### src/rtl/c2i_pkg.sv
`default_nettype none

package c2i_pkg;

    localparam int unsigned QUEUE_DEPTH = 2;
    localparam int unsigned QPTR_W      = $clog2(QUEUE_DEPTH);
    localparam int unsigned QCNT_W      = $clog2(QUEUE_DEPTH + 1);

    localparam logic [7:0] CHAR_ZERO  = 8'h30;
    localparam logic [7:0] CHAR_NINE  = 8'h39;
    localparam logic [7:0] CHAR_MINUS = 8'h2D;

    localparam logic [1:0] STATUS_OK            = 2'd0;
    localparam logic [1:0] STATUS_NOT_CANONICAL = 2'd1;
    localparam logic [1:0] STATUS_OUT_OF_RANGE  = 2'd2;

    typedef enum logic [1:0] {
        KIND_NONE  = 2'd0,
        KIND_DIGIT = 2'd1,
        KIND_MINUS = 2'd2,
        KIND_OTHER = 2'd3
    } char_kind_t;

    typedef struct packed {
        logic       func;
        logic [7:0] character;
        logic       no_char;
        logic       last;
    } in_word_t;

    typedef struct packed {
        logic [63:0] parsed_value;
        logic [1:0]  status;
    } out_word_t;

    typedef struct packed {
        logic       func;
        char_kind_t kind;
        logic [3:0] digit;
        logic       last;
    } entry_t;

    typedef struct packed {
        logic        func;
        logic [63:0] magnitude;
        logic        overflowed;
        logic        negative;
        logic [1:0]  digits_seen;
        logic        first_digit_zero;
        logic        format_bad;
    } snap_t;

endpackage

`default_nettype wire

### src/rtl/c2i_front.sv
`default_nettype none

module c2i_front
    import c2i_pkg::*;
(
    input  in_word_t in_data,
    output entry_t   entry
);

    logic       is_digit;
    logic [7:0] offset;

    assign offset   = in_data.character - CHAR_ZERO;
    assign is_digit = (in_data.character >= CHAR_ZERO) && (in_data.character <= CHAR_NINE);

    always_comb
    begin
        entry.func  = in_data.func;
        entry.last  = in_data.last;
        entry.digit = is_digit ? offset[3:0] : 4'd0;
        priority if (in_data.no_char)
        begin
            entry.kind = KIND_NONE;
        end
        else if (is_digit)
        begin
            entry.kind = KIND_DIGIT;
        end
        else if (in_data.character == CHAR_MINUS)
        begin
            entry.kind = KIND_MINUS;
        end
        else
        begin
            entry.kind = KIND_OTHER;
        end
    end

endmodule

`default_nettype wire

### src/rtl/c2i_queue.sv
`default_nettype none

module c2i_queue
    import c2i_pkg::*;
(
    input  logic   clk,
    input  logic   rst_n,
    input  logic   push,
    input  entry_t push_entry,
    output logic   full,
    input  logic   pop,
    output logic   not_empty,
    output entry_t head
);

    entry_t              slot_reg [QUEUE_DEPTH];
    logic [QPTR_W-1:0]   wr_ptr_reg;
    logic [QPTR_W-1:0]   wr_ptr_next;
    logic [QPTR_W-1:0]   rd_ptr_reg;
    logic [QPTR_W-1:0]   rd_ptr_next;
    logic [QCNT_W-1:0]   count_reg;
    logic [QCNT_W-1:0]   count_next;
    logic                do_push;
    logic                do_pop;

    assign full      = (count_reg == QCNT_W'(QUEUE_DEPTH));
    assign not_empty = (count_reg != '0);
    assign head      = slot_reg[rd_ptr_reg];
    assign do_push   = push && !full;
    assign do_pop    = pop && not_empty;

    always_comb
    begin
        wr_ptr_next = wr_ptr_reg;
        rd_ptr_next = rd_ptr_reg;
        count_next  = count_reg;
        if (do_push)
        begin
            wr_ptr_next = (wr_ptr_reg == QPTR_W'(QUEUE_DEPTH - 1)) ? '0 : wr_ptr_reg + 1'b1;
        end
        if (do_pop)
        begin
            rd_ptr_next = (rd_ptr_reg == QPTR_W'(QUEUE_DEPTH - 1)) ? '0 : rd_ptr_reg + 1'b1;
        end
        unique case ({do_push, do_pop})
            2'b10:   count_next = count_reg + 1'b1;
            2'b01:   count_next = count_reg - 1'b1;
            default: count_next = count_reg;
        endcase
    end

    always_ff @(posedge clk or negedge rst_n)
    begin
        if (!rst_n)
        begin
            wr_ptr_reg <= '0;
            rd_ptr_reg <= '0;
            count_reg  <= '0;
        end
        else
        begin
            wr_ptr_reg <= wr_ptr_next;
            rd_ptr_reg <= rd_ptr_next;
            count_reg  <= count_next;
        end
    end

    always_ff @(posedge clk)
    begin
        if (do_push)
        begin
            slot_reg[wr_ptr_reg] <= push_entry;
        end
    end

endmodule

`default_nettype wire

### src/rtl/c2i_back.sv
`default_nettype none

module c2i_back
    import c2i_pkg::*;
(
    input  logic      clk,
    input  logic      rst_n,
    input  logic      q_valid,
    input  entry_t    q_entry,
    output logic      q_pop,
    output logic      out_valid,
    input  logic      out_stall,
    output out_word_t out_data
);

    logic [63:0] mag_reg;
    logic [63:0] mag_next;
    logic        ovf_reg;
    logic        ovf_next;
    logic        neg_reg;
    logic        neg_next;
    logic [1:0]  dseen_reg;
    logic [1:0]  dseen_next;
    logic        fzero_reg;
    logic        fzero_next;
    logic        bad_reg;
    logic        bad_next;

    logic        t_ovf;
    logic        t_neg;
    logic [1:0]  t_dseen;
    logic        t_fzero;
    logic        t_bad;
    logic [67:0] scaled;
    logic        at_start;
    logic        take;

    snap_t       snap_reg;
    logic        snap_valid_reg;
    logic        snap_valid_next;
    logic        snap_ready;

    logic        out_valid_reg;
    logic        out_valid_next;
    out_word_t   out_data_reg;
    out_word_t   fin_word;
    logic        out_take;
    logic        fin_bad;
    logic        fin_over;

    assign out_take   = !out_valid_reg || !out_stall;
    assign snap_ready = !snap_valid_reg || out_take;
    assign take       = q_valid && (!q_entry.last || snap_ready);
    assign q_pop      = take;

    assign scaled   = ({4'b0, mag_reg} << 3) + ({4'b0, mag_reg} << 1) + {64'b0, q_entry.digit};
    assign at_start = (dseen_reg == 2'd0) && !neg_reg && !bad_reg;

    always_comb
    begin
        t_ovf   = ovf_reg;
        t_neg   = neg_reg;
        t_dseen = dseen_reg;
        t_fzero = fzero_reg;
        t_bad   = bad_reg;
        unique case (q_entry.kind)
            KIND_DIGIT:
            begin
                if (dseen_reg == 2'd0)
                begin
                    t_fzero = fzero_reg || (q_entry.digit == 4'd0);
                end
                else if (fzero_reg)
                begin
                    t_bad = 1'b1;
                end
                if (dseen_reg != 2'd3)
                begin
                    t_dseen = dseen_reg + 1'b1;
                end
                t_ovf = ovf_reg || (scaled[67:64] != 4'd0);
            end
            KIND_MINUS:
            begin
                if (q_entry.func && at_start)
                begin
                    t_neg = 1'b1;
                end
                else
                begin
                    t_bad = 1'b1;
                end
            end
            KIND_OTHER:
            begin
                t_bad = 1'b1;
            end
            default:
            begin
                t_bad = bad_reg;
            end
        endcase
    end

    always_comb
    begin
        mag_next   = mag_reg;
        ovf_next   = ovf_reg;
        neg_next   = neg_reg;
        dseen_next = dseen_reg;
        fzero_next = fzero_reg;
        bad_next   = bad_reg;
        if (take)
        begin
            if (q_entry.last)
            begin
                mag_next   = '0;
                ovf_next   = 1'b0;
                neg_next   = 1'b0;
                dseen_next = 2'd0;
                fzero_next = 1'b0;
                bad_next   = 1'b0;
            end
            else
            begin
                mag_next   = (q_entry.kind == KIND_DIGIT) ? scaled[63:0] : mag_reg;
                ovf_next   = t_ovf;
                neg_next   = t_neg;
                dseen_next = t_dseen;
                fzero_next = t_fzero;
                bad_next   = t_bad;
            end
        end
    end

    always_comb
    begin
        if (take && q_entry.last)
        begin
            snap_valid_next = 1'b1;
        end
        else if (out_take)
        begin
            snap_valid_next = 1'b0;
        end
        else
        begin
            snap_valid_next = snap_valid_reg;
        end
        out_valid_next = out_take ? snap_valid_reg : out_valid_reg;
    end

    always_ff @(posedge clk or negedge rst_n)
    begin
        if (!rst_n)
        begin
            mag_reg        <= '0;
            ovf_reg        <= 1'b0;
            neg_reg        <= 1'b0;
            dseen_reg      <= 2'd0;
            fzero_reg      <= 1'b0;
            bad_reg        <= 1'b0;
            snap_valid_reg <= 1'b0;
            out_valid_reg  <= 1'b0;
        end
        else
        begin
            mag_reg        <= mag_next;
            ovf_reg        <= ovf_next;
            neg_reg        <= neg_next;
            dseen_reg      <= dseen_next;
            fzero_reg      <= fzero_next;
            bad_reg        <= bad_next;
            snap_valid_reg <= snap_valid_next;
            out_valid_reg  <= out_valid_next;
        end
    end

    // The closing stage judges format first, then range, and negates the magnitude.
    always_comb
    begin
        fin_bad = snap_reg.format_bad || (snap_reg.digits_seen == 2'd0)
                  || (snap_reg.negative && snap_reg.first_digit_zero
                      && (snap_reg.digits_seen == 2'd1))
                  || (snap_reg.negative && !snap_reg.func);
        if (!snap_reg.func)
        begin
            fin_over = snap_reg.overflowed;
        end
        else if (snap_reg.negative)
        begin
            fin_over = snap_reg.overflowed
                       || (snap_reg.magnitude[63] && (snap_reg.magnitude[62:0] != '0));
        end
        else
        begin
            fin_over = snap_reg.overflowed || snap_reg.magnitude[63];
        end
        priority if (fin_bad)
        begin
            fin_word.status       = STATUS_NOT_CANONICAL;
            fin_word.parsed_value = '0;
        end
        else if (fin_over)
        begin
            fin_word.status       = STATUS_OUT_OF_RANGE;
            fin_word.parsed_value = '0;
        end
        else
        begin
            fin_word.status       = STATUS_OK;
            fin_word.parsed_value = snap_reg.negative ? (64'd0 - snap_reg.magnitude)
                                                      : snap_reg.magnitude;
        end
    end

    always_ff @(posedge clk)
    begin
        if (take && q_entry.last)
        begin
            snap_reg.func             <= q_entry.func;
            snap_reg.magnitude        <= (q_entry.kind == KIND_DIGIT) ? scaled[63:0] : mag_reg;
            snap_reg.overflowed       <= t_ovf;
            snap_reg.negative         <= t_neg;
            snap_reg.digits_seen      <= t_dseen;
            snap_reg.first_digit_zero <= t_fzero;
            snap_reg.format_bad       <= t_bad;
        end
        if (out_take && snap_valid_reg)
        begin
            out_data_reg <= fin_word;
        end
    end

    assign out_valid = out_valid_reg;
    assign out_data  = out_data_reg;

endmodule

`default_nettype wire

### src/rtl/canonical_decimal_to_int64_top.sv
// Channel | Handshake          | Word        | Contents
// in      | in_valid, in_stall | in_data     | func, character, no_char, last
// out     | out_valid, out_stall | out_data  | parsed_value, status
//
// One character word is taken every cycle while the two-entry queue has room.
// After its last word is taken, a result passes the queue, the accumulator
// with its multiply-by-ten add, then the closing stage that judges and negates.
// Reset clears the accumulator and all valid flags; no clearing pass is needed.
// A stall on the output backs up into the queue, and in_stall rises only when
// the queue is full.
`default_nettype none

module canonical_decimal_to_int64_top
    import c2i_pkg::*;
(
    input  logic      clk,
    input  logic      rst_n,
    input  logic      in_valid,
    output logic      in_stall,
    input  in_word_t  in_data,
    output logic      out_valid,
    input  logic      out_stall,
    output out_word_t out_data
);

    entry_t front_entry;
    entry_t q_head;
    logic   q_full;
    logic   q_valid;
    logic   q_pop;

    c2i_front u_front (
        .in_data (in_data),
        .entry   (front_entry)
    );

    c2i_queue u_queue (
        .clk        (clk),
        .rst_n      (rst_n),
        .push       (in_valid),
        .push_entry (front_entry),
        .full       (q_full),
        .pop        (q_pop),
        .not_empty  (q_valid),
        .head       (q_head)
    );

    c2i_back u_back (
        .clk       (clk),
        .rst_n     (rst_n),
        .q_valid   (q_valid),
        .q_entry   (q_head),
        .q_pop     (q_pop),
        .out_valid (out_valid),
        .out_stall (out_stall),
        .out_data  (out_data)
    );

    assign in_stall = q_full;

    a_full_has_head : assert property (@(posedge clk) disable iff (!rst_n)
        in_stall |-> q_valid)
        else $error("queue reports full with no entry at its head");

    a_error_zero : assert property (@(posedge clk) disable iff (!rst_n)
        (out_valid && (out_data.status != STATUS_OK)) |-> (out_data.parsed_value == '0))
        else $error("error result carries a non-zero value");

    a_status_code : assert property (@(posedge clk) disable iff (!rst_n)
        out_valid |-> ((out_data.status == STATUS_OK)
                       || (out_data.status == STATUS_NOT_CANONICAL)
                       || (out_data.status == STATUS_OUT_OF_RANGE)))
        else $error("result has an unused status code");

    a_pop_needs_entry : assert property (@(posedge clk) disable iff (!rst_n)
        q_pop |-> q_valid)
        else $error("back end took a word from an empty queue");

endmodule

`default_nettype wire

### config.mk
export PLATFORM = sky130hd
export DESIGN_NAME = canonical_decimal_to_int64_top
export DESIGN_NICKNAME = d
export VERILOG_FILES = /design/src/rtl/c2i_pkg.sv /design/src/rtl/c2i_front.sv /design/src/rtl/c2i_queue.sv /design/src/rtl/c2i_back.sv /design/src/rtl/canonical_decimal_to_int64_top.sv
export SDC_FILE = /design/constraint.sdc
export NUM_CORES = 1
export LEC_CHECK = 0
export BUFFER_PORTS_ARGS = -buffer_cell sky130_fd_sc_hd__buf_2
export CAP_MARGIN = 20
export CORE_MARGIN = 2
export CORE_UTILIZATION = 46
export DETAILED_ROUTE_END_ITERATION = 12
export GPL_ROUTABILITY_DRIVEN = 0
export GPL_TIMING_DRIVEN = 0
export HOLD_SLACK_MARGIN = 0.1
export PLACE_DENSITY = 0.61
export SLEW_MARGIN = 25
export SYNTH_ARGS = -nofsm -noshare
export SYNTH_HDL_FRONTEND = slang
export SYNTH_SLANG_ARGS = --single-unit
export TNS_END_PERCENT = 1
### constraint.sdc
create_clock -name clk -period 7.2 [get_ports clk]
set_clock_uncertainty 0.15 [all_clocks]
set_input_delay 1.44 -clock clk [delete_from_list [all_inputs] [get_ports clk]]
set_output_delay 1.44 -clock clk [all_outputs]
set_load 0.05 [all_outputs]
# [Word level (Yosys, flattened, before mapping)]
# Memories as Yosys holds them, arrays and structs flattened.
# Cells that the tools add are included.
[totals] wordCells=114 ff_bits=213 mem_bits_rw=16 n_memories=1
[memory_table] memory="u_queue.slot_reg" depth=2 word_bits=8 read_ports=1 rd_clocked_by_memory_dff=0 write_ports=1 line_no="c2i_queue.sv:16" rtl="entry_t slot_reg [QUEUE_DEPTH];"
[classes] muxes=33 n_eq_ne=9 n_lt_le_gt_ge=2 add_sub_neg=9 n_reduce_logical=40
[op_table] operator="$mux W64" count=3
[op_table] operator="$add A67 B65 Y68" count=1
[op_table] operator="$add A68 B4 Y68" count=1
[op_table] operator="$sub A1 B64 Y64 const A" count=1
[op_table] operator="$reduce_bool A63 Y1" count=1
[op_table] operator="$mux W1" count=21
[op_table] operator="$logic_and A1 B1 Y1" count=13
[op_table] operator="$mux W2" count=6
[op_table] operator="$logic_or A1 B1 Y1" count=10
[op_table] operator="$eq A2 B2 Y1 const B" count=4
[op_table] operator="$eq A8 B6 Y1 const B" count=1
[op_table] operator="$ge A8 B6 Y1 const B" count=1
[op_table] operator="$le A8 B6 Y1 const B" count=1
[op_table] operator="$logic_not A1 Y1" count=8
[op_table] operator="$eq A2 B1 Y1 const B" count=3
[op_table] operator="$reduce_bool A2 Y1" count=3
[op_table] operator="$add A2 B1 Y2 const B" count=2
[op_table] operator="$logic_not A2 Y1" count=2
[op_table] operator="$logic_not A4 Y1" count=1
[op_table] operator="$mux W4" count=1
[op_table] operator="$pmux W2 S2" count=1
[op_table] operator="$reduce_bool A4 Y1" count=1
[op_table] operator="$sub A4 B1 Y4 const B" count=1
[op_table] operator="$pmux W1 S3" count=1
[op_table] operator="4 further kinds" count=5

# [Depth between registers and ports, before layout]
# Gate-level depths: netlist of run 1.
[depth] word_depth=8 ltp_mapped=16 mapped_depth_nobuf=15

# [Modules after synthesis]
# A second synthesis of run 1 with hierarchy kept.
[unflattened] cells_unflattened=1506 area_unflattened_um2=14875.5
[modules_own_cells] mod="c2i_back" cells_each=1450 area_each_um2=13977.2 n_inst=1
[modules_own_cells] mod="c2i_queue" cells_each=43 area_each_um2=774.5 n_inst=1
[modules_own_cells] mod="c2i_front" cells_each=13 area_each_um2=123.9 n_inst=1

# [Worst setup path before layout of run 1]
# Ideal clock, no wire load.
[synth_timing] path_type="input-to-reg" startpoint="input port out_stall" endpoint="register u_back.out_data_reg, in the netlist u_back.out_data[0], enable pin" n_path_buf=0 t_arrival_ps=6252 setup_slack_ps=208 setup_ps=590 required_time_ps=6460 cell_stages=1 cell_sequence="a21boi_0"
[synth_between] elab_chain_len=3
[synth_rtl] item="from (decl)" line_no="canonical_decimal_to_int64_top.sv:22" rtl="input logic out_stall,"
[synth_rtl] item="$logic_not A1 Y1" line_no="c2i_back.sv:51" rtl="assign out_take = !out_valid_reg || !out_stall;"
[synth_rtl] item="$logic_or A1 B1 Y1" line_no="c2i_back.sv:51"
[synth_rtl] item="$logic_and A1 B1 Y1" line_no="c2i_back.sv:229" rtl="if (out_take && snap_valid_reg)"
[synth_rtl] item="to (signal assigned)" line_no="c2i_back.sv:231" rtl="out_data_reg <= fin_word;"
[synth_rtl] item="to (decl)" line_no="c2i_back.sv:45" rtl="out_word_t out_data_reg;"
# No other way between the ends.
# A chain may end at the register's enable or synchronous reset.

# [Final worst setup path of run 1]
[layout_timing] startpoint="register u_queue.rd_ptr_reg" endpoint="register u_back.snap_reg[64] (netlist bit), data pin"
[layout_between] elab_chain_len=3
[layout_rtl] item="from (decl)" line_no="c2i_queue.sv:19" rtl="logic [QPTR_W-1:0] rd_ptr_reg;"
[layout_rtl] item="from (signal assigned)" line_no="c2i_queue.sv:63" rtl="rd_ptr_reg <= rd_ptr_next;"
[layout_rtl] item="$mem_v2 Z2 W8 (*)"
[layout_rtl] item="$add A68 B4 Y68 / $eq A2 B1 Y1 (equally long branches)" line_no="c2i_back.sv:56, c2i_back.sv:222"
[layout_rtl] item="$mux W64 (*)" line_no="c2i_back.sv:222" rtl="snap_reg.magnitude <= (q_entry.kind == KIND_DIGIT) ? scaled[63:0] : mag_reg;"
[layout_rtl] item="to (decl)" line_no="c2i_back.sv:38" rtl="snap_t snap_reg;"
# Mark *: on every way between the ends. The rest lies on a longest branch, timed or not.

==> metrics.md, run 1 <==
| Metric | Value |
|---|---|
| Outcome | complete, no violations |
| Mapped Cells | 1455 |
| Crit path kind | flop to flop |
| Worst-skew pair later-pin latency | 0.54 ns |
| Clock Sinks | about 230 |
| M1 wire length | about 18000 um |
| Final Hold Fails | 0 |
| I/O pin count | 83 |
| CP Max Fanout | 10 |
| Worst Path Required | 7.32 ns |
| # DRC | 0 |
| Hold_buf cts | 0 |
| Synth Area in Compound Gates | 18.3% |
| Netlist cell types | 69 |
| Critical Path Sink Type | flop |
| Vias in the first global route | 10900 |
| Placed instance count | between 1500 and 2000 |
| Hold Crit Class | flop to flop |
| Finished Core Util | 53.1% |
| Combinational family with the most area after synthesis | compound AO/OA/AOI/OAI gates |
| Static Leak | 7.26 nW |
| Internal power | about 4.0 mW |
| Met2 Wirelength | 15400 um |
| Top_reg_cell synth | edfxtp_1 |
| Clock Pin Slew Worst Setup and Hold Paths | 0.06 ns |
| Syn_nets | 1601 |
| Slew headroom | 35.7% |
| Fmax | 187 MHz |
| Post-synth EDFFs | 153 |
| DP Wirelength | 28100 um |
| Root buffer cell | clkbuf_16 |
| Place WS | 1.86 ns |
| Max FFs per register | 71 |
| Drt initial violations | 706 |
| Psw | 3.24 mW |
| Via/cell ratio | 5.69 |
| DR top layer | met4 |
| Final Instance Count excl. Fillers | 1995 |
| Post-route ant nets | 0 |
| Seq pwr share | 34.0% |
| CTS Buffer Depth | 3 |
| Synth async-reset ratio | 33.2% |
| Setup tns final | 0 ns |
| Initial Utilization | about 47% |
| Share of the synthesized area in the top cell type | 31.2% |
| Clock network fraction of total power | 19.1% |
| Die height | around 180 um |
| # rows | 65 |
| H-tree depth | 1 |
| Unrepaired setup endpoints after global routing | no |
| Post-synthesis mux area share | 1.94% |
| Wire length on met3 | 1970 um |
| Largest net degree at the start of global routing | 42 |
| Measured slew at the worst slew-check pin | approximately 0.96 ns |
| Share of layout cells above drive strength 1 | 11.7% |
| #FFs+latches synth | between 200 and 250 |
| Power Density | 432 mW/mm^2 |
| Die Width | 183 um |
| Final setup vio count | 0 |
| Tot Pwr | 7.23 mW |
| Ys Warns | 0 |
| Simple-gate portion of the synthesized area | 14.2% |
| Antenna diodes | 0 |
| WP data arrival | around 5.5 ns |
| Vias | roughly 11000 |
| CTS Buf Count | 27 |
| Max Cap Viol | 0 |
| Startpoint types | flop |
| Tot GR Track Use | 21.8% |
| Mapped Area | between 0.01 and 0.015 mm^2 |
| First-pass GRT wire length | about 59000 um |
| Sw frac | ~45% |
| Setup WS post-layout | 1.84 ns |
| Yosys top cell by area | edfxtp_1 |
| CTS resizes | 0 |
| Area growth, synth to finish | 13.5% |
| Combinational group share of total power | 46.9% |
| Core area | 0.0316 mm^2 |
| Die area | 0.0335 mm^2 |
| Drt total wl | ~36000 um |
| Gr ovfl total | 0 |
| Minimum clock period | 5.36 ns |
| Sequential share of the synthesized area | roughly 44% |
| Final Max Slew Viols | 0 |
| Pre-antenna DRT Iters | 5 |
| Max VDD drop | roughly 0.23 mV |
| Post-Synth XOR/XNOR Area | 7.31% |
| Post-DR wirelength/cell | approximately 18 um |
| Post-Synth Adder-Cell Area | between 10% and 20% |
| Nets | roughly 1700 |
| Initial antenna violation count | 0 |
| Fin crit share | about three quarters |
| Post-CTS Setup Bufs | 0 |
| CTS tree | done |
| Area contributors post-synth | edfxtp_1, dfrtp_1, ha_1, xor2_1, a21oi_1 |
| IO buf count | 82 |
| Mean Syn Cell Area | around 10 um^2 |
-- critical path, cell delays in order, from the launching register on --
cell	delay [ns]
dfrtp_1	0.38
buf_1	0.42
mux2i_1	0.37
fa_1	0.52
fa_1	0.46
nand2b_1	0.18
a21o_1	0.24
a211o_1	0.31
a211oi_1	0.36
a31oi_1	0.29
nor4_1	0.59
or3_1	0.25
a21oi_1	0.09
xnor2_1	0.16
mux2_2	0.31
-- power groups by stage --
stage	Combinational (mW)	Sequential, mW	Clock (mW)
after floorplan	1.95	2.95	0
after global placement	3.24	2.54	0
after detailed placement	3.39	2.47	0
after CTS	3.41	2.45	1.41
after global routing	3.73	2.51	1.47
final	3.39	2.46	1.38
-- layer usage --
layer  global-route usage [%]  vias up
met5                        0        -
met4                     4.51        0
met3                     3.22       48
met2                     32.8      266
met1                     33.4     5391
li1                         -     5640
-- final timing paths --
path,startpoint,to,slack (ns),cells past startpoint
worst min register to register,u_queue.wr_ptr_reg,u_queue.wr_ptr_reg,0.34,1
worst max-delay path,u_queue.rd_ptr_reg,u_back.snap_reg[64],1.84,14
worst max register to register,u_queue.rd_ptr_reg,u_back.snap_reg[64],1.84,14
worst min-delay path,u_queue.wr_ptr_reg,u_queue.wr_ptr_reg,0.34,1
max in group asynchronous,rst_n,u_back.mag_reg[53],5.67,2
min in group asynchronous,rst_n,u_back.mag_reg[10],0.66,1
-- kinds of logic after synthesis --
family	count (synthesis)
and+or+nand+nor	438
AOI/OAI and AO/OA	407
DFF	229
adders and majority gates	131
xor gates and xnor gates	123
buffers and inverters	101
muxes	26
-- metrics by stage --
stage / area (um^2) / hold slack (ns)
final: 16700 / 0.341
after global routing: 16700 / 0.366
after CTS: 16700 / 0.344
after detailed placement: 15800 / 0.331
after global placement: 15700 / 0.310
after floorplan: 14700 / 0.292
-- area by class of cell --
| cell class | count | area [um^2] |
|---|---|---|
| well taps | 402 | 503 |
| fillers | 2864 | 14800 |
| repair buffers | 89 | 579 |
| multi-input cells | 1125 | 7830 |
| clock inverters | 13 | 174 |
| plain buffers | 72 | 333 |
| inverters | 29 | 109 |
| flip-flops and latches | 229 | 6500 |
| clock buffers | 36 | 719 |
-- synth_stat cells (7+ instances only) --
cell type  count
nand2b_1      13
nor2_4        10
a211oi_1       9
nand4_1       27
edfxtp_1     153
clkbuf_1      53
xor2_1        83
nor3_1        24
a31oi_1       10
inv_1         29
o31ai_1       36
nor2b_1        7
a21oi_1      114
xnor2_1       40
o21a_1         9
nand3_1       14
nand2_1      140
mux2_2        21
or2_2          8
ha_1         129
o21bai_1      12
buf_1         11
nor2_1       139
dfrtp_1       76
a21o_1        27
o21ai_0       76
or3_1         18
a22o_1        61
and2_1         9
o41ai_1        7
-- cell usage in the layout, fill, tap and decap left out, types with 12 or more instances in the layout --
master,count
edfxtp_1,153
nand2_1,140
nor2_1,138
ha_1,129
a21oi_1,114
xor2_1,83
buf_2,82
o21ai_0,76
dfrtp_1,76
clkbuf_1,61
a22o_1,61
xnor2_1,40
o31ai_1,36
inv_1,29
a21o_1,27
nand4_1,27
clkbuf_16,27
nor3_1,24
mux2_2,21
or3_1,18
nand3_1,14
nand2b_1,13
o21bai_1,12
Power figures use the tool's default switching activity.
==> run 2: changes to the inputs <==
- clock period: 7.2 -> 5.2 ns (I/O delays scaled with it)
==> run 2 against run 1 <==
  * Total power is 37% higher
  * Setup slack worse by 1.6 ns
  * Hold slack worse by 0.16 ns
  * Combinational power is 39% higher
  * Via count is 0.65% higher
  * Maximum frequency is 7.4% higher
  * Routed wire length is 0.24% lower
  * Largest cell class unchanged
  * Largest power group unchanged
==> metrics.md, run 2 (synthesized netlist as in run 1, its figures left out) <==
| Metric | Value |
|---|---|
| Outcome | complete, no violations |
| Measured slew at the worst slew-check pin | 0.956 ns (-0.00893 ns) |
| Hold Crit Class | primary input to asynchronous set/reset pin |
| CP cell instances | buf_2 -> mux2i_1 -> fa_1 -> fa_1 -> nand2b_1 -> a21o_1 -> a211o_1 -> a211oi_1 -> a31oi_1 -> nor4_2 -> or3_1 -> a21oi_1 -> xnor2_1 -> mux2_2 |
| CTS Buf Count | 25 (-7.4%) |
| Tot GR Track Use | 21.7% (-0.099 points) |
| Max VDD drop | 0.352 mV (+53%) |
| I/O pin count | 83 (unchanged) |
| Final Hold Fails | 0 (unchanged) |
| Design Area, Final | 0.0167 mm^2 (-0.11%) |
| Max FFs per register | 71 (unchanged) |
| Post-DR wirelength/cell | 18.2 um (about the same) |
| Max Cap Viol | 0 (unchanged) |
| CTS Buffer Depth | 3 (unchanged) |
| Commonest non-fill, non-tap cells in the layout | edfxtp_1, nand2_1, nor2_1, ha_1, a21oi_1 |
| Post-route ant nets | 0 (unchanged) |
| Startpoint types | flop |
| Die area | 0.0335 mm^2 (unchanged) |
| Fmax | 200 MHz (+7.4%) |
| Die Width | 183 um (unchanged) |
| Area growth, synth to finish | 13.4% |
| H-tree depth | 1 (unchanged) |
| Worst path slowest cell | fa_1 |
| Nets | 1717 (-0.12%) |
| Placed inst area | 0.0159 mm^2 (about the same) |
| Worst-skew pair later-pin latency | 0.55 ns (about the same) |
| DP Wirelength | 28100 um (-0.11%) |
| Share of layout cells above drive strength 1 | 12.0% (+0.34 points) |
| Core area | 0.0316 mm^2 (unchanged) |
| Crit path kind | flop to flop |
| Vias in the first global route | 10700 (-1.2%) |
| First-pass GRT wire length | 58200 um (-0.76%) |
| Antenna diodes | 0 (unchanged) |
| Pre-antenna DRT Iters | 5 (unchanged) |
| WP data arrival | 5.14 ns (-0.34 ns) |
| Power Density | 594 mW/mm^2 (+37%) |
| # DRC | 0 (unchanged) |
| Initial Utilization | 46.7% (unchanged) |
| Worst Path Required | 5.35 ns (-1.97 ns) |
| # rows | 65 (unchanged) |
| Drt initial violations | 850 (+20%) |
| Slew headroom | 36.3% (+0.60 points) |
| Final Instance Count excl. Fillers | 1992 (-0.15%) |
| Largest net degree at the start of global routing | 59 (+40%) |
| Via/cell ratio | 5.73 (+0.80%) |
| Drt total wl | 36300 um (-0.24%) |
| Clock Pin Slew Worst Setup and Hold Paths | 0.07 ns (about the same) |
| Root buffer cell | clkbuf_16 |
| Critical Path Sink Type | flop |
| Fin crit share | 95.9% (+22 points) |
| CTS tree | done |
| Slowest cell delay on critical path | 0.52 ns (-0.07 ns) |
| CP Max Fanout | 10 (unchanged) |
| Final setup vio count | 0 (unchanged) |
| Hold_buf cts | 0 (unchanged) |
| Vias | 11400 (+0.65%) |
| Placed instance count | 1946 (unchanged) |
| Unrepaired setup endpoints after global routing | yes |
| Final Max Slew Viols | 0 (unchanged) |
| Minimum clock period | 4.99 ns (-0.370 ns) |
| Hold Worst Slack | 0.177 ns (-0.164 ns) |
| Clock Sinks | 229 (unchanged) |
| Initial antenna violation count | 0 (unchanged) |
| Gr ovfl total | 0 (unchanged) |
| CP dominant cell by count | fa_1 |
| IO buf count | 82 (unchanged) |
| Die height | 183 um (unchanged) |
| Tot Pwr | 9.93 mW (+37%) |
| Commonest non-fill, non-tap cell in the layout | edfxtp_1 |
| Static Leak | 7.24 nW (-0.24%) |
## run 2: report_power, final
part	switching [mW]	total, mW	leakage, nW	internal, mW
sequential	0.520	3.40	2.53	2.88
combinational	3.22	4.70	4.30	1.48
clock	0.762	1.84	0.414	1.08
total	4.50	9.93	7.24	5.44
## run 2: critical path: cells and delay by family (launching register included)
kind | cells | cell delay (ns)
compound gates | 5 | 1.30
fa+ha+maj | 2 | 0.98
simple gates | 3 | 0.86
mux | 2 | 0.65
flops | 1 | 0.37
buf+inv | 1 | 0.25
xor+xnor | 1 | 0.17
## run 2: layer usage
metal / global-route usage, % / part of all wire (%)
met3: 2.64 / 5.4
met4: 4.96 / 2.0
met5: 0 / 0
met2: 32.8 / 42
met1: 33.4 / 50
## run 2: final cells by class
| class | instances | area [um^2] |
|---|---|---|
| inverters | 29 | 109 |
| well taps | 402 | 503 |
| clock buffers | 31 | 668 |
| clock inverters | 15 | 184 |
| flip-flops and latches | 229 | 6500 |
| repair buffers | 89 | 587 |
| multi-input cells | 1125 | 7840 |
| fillers | 2843 | 14800 |
| plain buffers | 72 | 334 |
## run 2: repair_timing
item | CTS | global route
setup endpoints to repair | 4 | 4
hold endpoints to repair | 0 | 0
gates resized for setup | 2 | 2
buffers inserted | 0 | 0
## run 2: path summary, 6_finish.rpt
check	startpoint	to	slack, ns	depth (start not counted)
worst max-delay path	u_queue.rd_ptr_reg	u_back.snap_reg[64]	0.21	14
worst min-delay path	rst_n	u_back.mag_reg[11]	0.18	1
worst max register to register	u_queue.rd_ptr_reg	u_back.snap_reg[64]	0.21	14
worst min register to register	u_back.snap_valid_reg	u_back.out_valid	0.33	1
max in group asynchronous	rst_n	u_back.mag_reg[62]	4.12	2
min in group clk	u_back.snap_valid_reg	u_back.out_valid	0.33	1
## run 2: per-stage QoR
stage               utilization, %  worst slack, ns  setup TNS, ns
floorplan                        -           -0.137         -0.137
CTS                           53.0            0.151              0
finish                        53.0            0.211              0
global placement              49.6            -1.94        -181.35
detailed placement            50.2           -0.106         -0.191
global route                  53.0          -0.0602        -0.0602
==> run 3: changes to the inputs <==
- CTS_BUF_LIST: not set -> sky130_fd_sc_hd__clkbuf_16
- SETUP_SLACK_MARGIN: not set -> 0.05
- SYNTH_HIERARCHICAL: not set -> 1
==> run 3 against run 2 <==
  * Global-route usage up 1.2 points
  * Non-clock buffer count is 5 lower
  * Combinational power shrank 28%
  * Sequential share of layout area hardly changed
  * Die area grew 0.85%
  * Register-to-register slack hardly changed
  * Hold slack improved by 0.16 ns
==> metrics.md, run 3 <==
| Metric | Value |
|---|---|
| Outcome | complete, no violations |
| Crit path kind | flop to flop |
| Combinational group share of total power | 41.0% (-6.3 points) |
| Post-DR wirelength/cell | 19.1 um (+4.6%) |
| Hold Crit Class | primary input to asynchronous set/reset pin |
| Static Leak | 7.20 nW (-0.52%) |
| Post-route ant nets | 0 (unchanged) |
| Startpoint types | flop |
| Drt initial violations | 908 (+6.8%) |
| IO buf count | 80 (-2.4%) |
| Seq. cell area | 0.00650 mm^2 (unchanged) |
| Clock network fraction of total power | 21.8% (+3.3 points) |
| Mapped Cells | 1506 (+3.5%) |
| Place WS | 0.101 ns (+0.208 ns) |
| # rows | 65 (unchanged) |
| Internal power | 4.64 mW (-15%) |
| Share of layout cells above drive strength 1 | 10.5% (-1.5 points) |
| Crit Reg-Reg Endpoint | u_back/snap_reg[68] |
| Share of the synthesized area in the top cell type | 30.9% (-0.27 points) |
| Largest net degree at the start of global routing | 61 (+3.4%) |
| CTS Buffer Depth | 3 (unchanged) |
| Syn_nets | 1652 (+3.2%) |
| CTS Buf Count | 25 (unchanged) |
| Critical Path Sink Type | flop |
| Slew headroom | 40.2% (+3.9 points) |
| Mapped Area | 0.0149 mm^2 (+0.87%) |
| Area contributors post-synth | edfxtp_1, dfrtp_1, ha_1, xor2_1, o21ai_0 |
| Synth async-reset ratio | 33.2% (unchanged) |
| Area growth, synth to finish | 12.3% |
| Commonest non-fill, non-tap cells in the layout | nand2_1, edfxtp_1, o21ai_0, nor2_1, ha_1 |
| Max VDD drop | 0.281 mV (-20%) |
| Reg2Reg Depth | 16 (+2) |
| Final Hold Fails | 0 (unchanged) |
| Seq pwr share | 37.2% (+3.0 points) |
| Clock Pin Slew Worst Setup and Hold Paths | 0.07 ns (about the same) |
| Pre-antenna DRT Iters | 5 (unchanged) |
| Drt total wl | 38900 um (+7.0%) |
| Leading cell type by number of instances after synthesis | nand2_1 |
| Vias | 11900 (+4.6%) |
| Fill cells | 2838 (-0.18%) |
| FF-to-FF setup slack | 0.21 ns (about the same) |
| Post-CTS Setup Bufs | 0 (unchanged) |
| I/O pin count | 83 (unchanged) |
| Power Density | 495 mW/mm^2 (-17%) |
| Via/cell ratio | 5.86 (+2.3%) |
| Minimum clock period | 4.99 ns (-0.00225 ns) |
| CP cell instances | buf_2 -> mux2_2 -> ha_1 -> ha_1 -> inv_1 -> fa_1 -> nor2b_1 -> o31a_1 -> o211a_1 -> o21ba_2 -> or3_1 -> a2111o_1 -> a31oi_1 -> o21ai_0 -> xnor2_1 -> o21ai_0 |
| Setup tns final | 0 ns (unchanged) |
| CTS resizes | 0 (-2) |
| Max Cap Viol | 0 (unchanged) |
| Most common library cells after synthesis | nand2_1, edfxtp_1, o21ai_0 |
| Vias in the first global route | 11300 (+5.2%) |
| CTS tree | done |
| DP Wirelength | 30000 um (+6.9%) |
| Nets | 1762 (+2.6%) |
| Netlist cell types | 70 (+1.4%) |
| Commonest non-fill, non-tap cell in the layout | nand2_1 |
| Die area | 0.0338 mm^2 (+0.85%) |
| # DRC | 0 (unchanged) |
| Ys Warns | 6 (+6) |
| Gr ovfl total | 0 (unchanged) |
| Clock Sinks | 229 (unchanged) |
| Unrepaired setup endpoints after global routing | yes |
| Post-synth EDFFs | 153 (unchanged) |
| Root buffer cell | clkbuf_16 |
| Fin crit share | 95.9% (about the same) |
| Max FFs per register | 71 (unchanged) |
| M1 wire length | 18500 um (+1.1%) |
| Die height | 184 um (+0.43%) |
| Met2 Wirelength | 16700 um (+9.0%) |
| Core area | 0.0317 mm^2 (+0.52%) |
| Reg-to-Reg Start | u_queue/rd_ptr_reg |
| Slowest cell delay on critical path | 0.48 ns (-0.04 ns) |
| Tot Pwr | 8.26 mW (-17%) |
| Top_reg_cell synth | edfxtp_1 |
| Setup WS post-layout | 0.214 ns (+0.00225 ns) |
| Worst path slowest cell | o21ai_0 |
| DR top layer | met4 |
| First-pass GRT wire length | 61000 um (+4.8%) |
| Sw frac | 43.8% (-1.5 points) |
| Mean Syn Cell Area | 9.88 um^2 (-2.5%) |
| H-tree depth | 1 (unchanged) |
| Fmax | 201 MHz (about the same) |
| Final Max Slew Viols | 0 (unchanged) |
| Die Width | 184 um (+0.43%) |
| Area of the multi-input gates | 0.00794 mm^2 (+1.2%) |
| WP data arrival | 5.09 ns (-0.05 ns) |
| Hold_buf cts | 0 (unchanged) |
| Final setup vio count | 0 (unchanged) |
| Wire length on met3 | 2690 um (+37%) |
| Initial antenna violation count | 1 (+1) |
| Measured slew at the worst slew-check pin | 0.886 ns (-0.0696 ns) |
| Tot GR Track Use | 22.9% (+1.2 points) |
| Sequential share of the synthesized area | 43.7% (-0.38 points) |
| CP Max Fanout | 9 (-1) |
| Yosys top cell by area | edfxtp_1 |
| Worst-skew pair later-pin latency | 0.54 ns (about the same) |
| Initial Utilization | 46.9% (+0.17 points) |
| Worst Path Required | 5.31 ns (-0.04 ns) |
| Psw | 3.62 mW (-20%) |
| #FFs+latches synth | 229 (unchanged) |
-- run 3: layout make-up --
type / count / area share, %
inverters: 32 / 0.734
clock buffers: 28 / 4.19
clock inverters: 17 / 0.809
repair buffers: 83 / 2.82
diodes: 1 / 0.0150
flip-flops and latches: 229 / 38.9
multi-input cells: 1172 / 47.5
plain buffers: 73 / 2.02
well taps: 402 / 3.01
-- run 3: worst max-delay path by stage --
stage                           to  slack (ns)           startpoint  depth (start not counted)
6_report       u_back/snap_reg[68]        0.21   u_queue/rd_ptr_reg                         16
5_1_grt        u_back/snap_reg[62]        0.01   u_queue/rd_ptr_reg                         16
4_1_cts        u_back/snap_reg[67]        0.07   u_queue/rd_ptr_reg                         15
3_5_place_dp   u_back/snap_reg[67]        0.10   u_queue/rd_ptr_reg                         15
3_3_place_gp   u_back/snap_reg[65]       0.008   u_queue/rd_ptr_reg                         16
2_1_floorplan  u_back/out_data[39]        0.85  u_back/snap_reg[10]                         13
-- run 3: kinds of logic (layout without fill, tap and decap cells) --
group / Yosys count / count (layout) / synth area share [%]
xor+xnor: 124 / 124 / 7.30
buf+inv: 105 / 233 / 3.08
flops: 229 / 229 / 43.7
other cells: 0 / 1 / 0
fa+ha+maj: 131 / 131 / 11.1
compound gates: 442 / 442 / 19.1
simple gates: 465 / 465 / 15.0
mux: 10 / 10 / 0.740
-- run 3: layer usage --
| metal | track usage, % | up-vias |
|---|---|---|
| li1 | - | 5822 |
| met1 | 33.5 | 5643 |
| met2 | 34.9 | 405 |
| met3 | 3.94 | 71 |
| met4 | 6.72 | 0 |
| met5 | 0 | - |
-- run 3: through the flow --
| stage | util [%] | area [um^2] | std cells | hold WS, ns |
|---|---|---|---|---|
| floorplan | - | 14900 | 1506 | 0.306 |
| global placement | 49.7 | 15800 | 1988 | 0.329 |
| detailed placement | 50.0 | 15900 | 1991 | 0.332 |
| CTS | 52.6 | 16700 | 2036 | 0.335 |
| global route | 52.7 | 16700 | 2036 | 0.348 |
| finish | 52.7 | 16700 | 2037 | 0.338 |
-- run 3: critical path: cells and delay by family, from the launching register on --
| kind | cells | cell delay [ns] |
|---|---|---|
| AOI/OAI and AO/OA | 7 | 2.15 |
| xor gates and xnor gates | 1 | 0.17 |
| adders and majority gates | 3 | 0.74 |
| buffers and inverters | 2 | 0.29 |
| DFF | 1 | 0.32 |
| muxes | 1 | 0.39 |
| and+or+nand+nor | 2 | 0.51 |
-- run 3: power groups by stage --
stage	Clock (mW)	Combinational [mW]	Sequential [mW]
2_1_floorplan	0	1.69	3.77
3_5_place_dp	0	3.38	3.10
5_1_grt	1.93	3.66	3.13
6_report	1.80	3.39	3.08
3_3_place_gp	0	3.29	3.12
4_1_cts	1.85	3.39	3.07
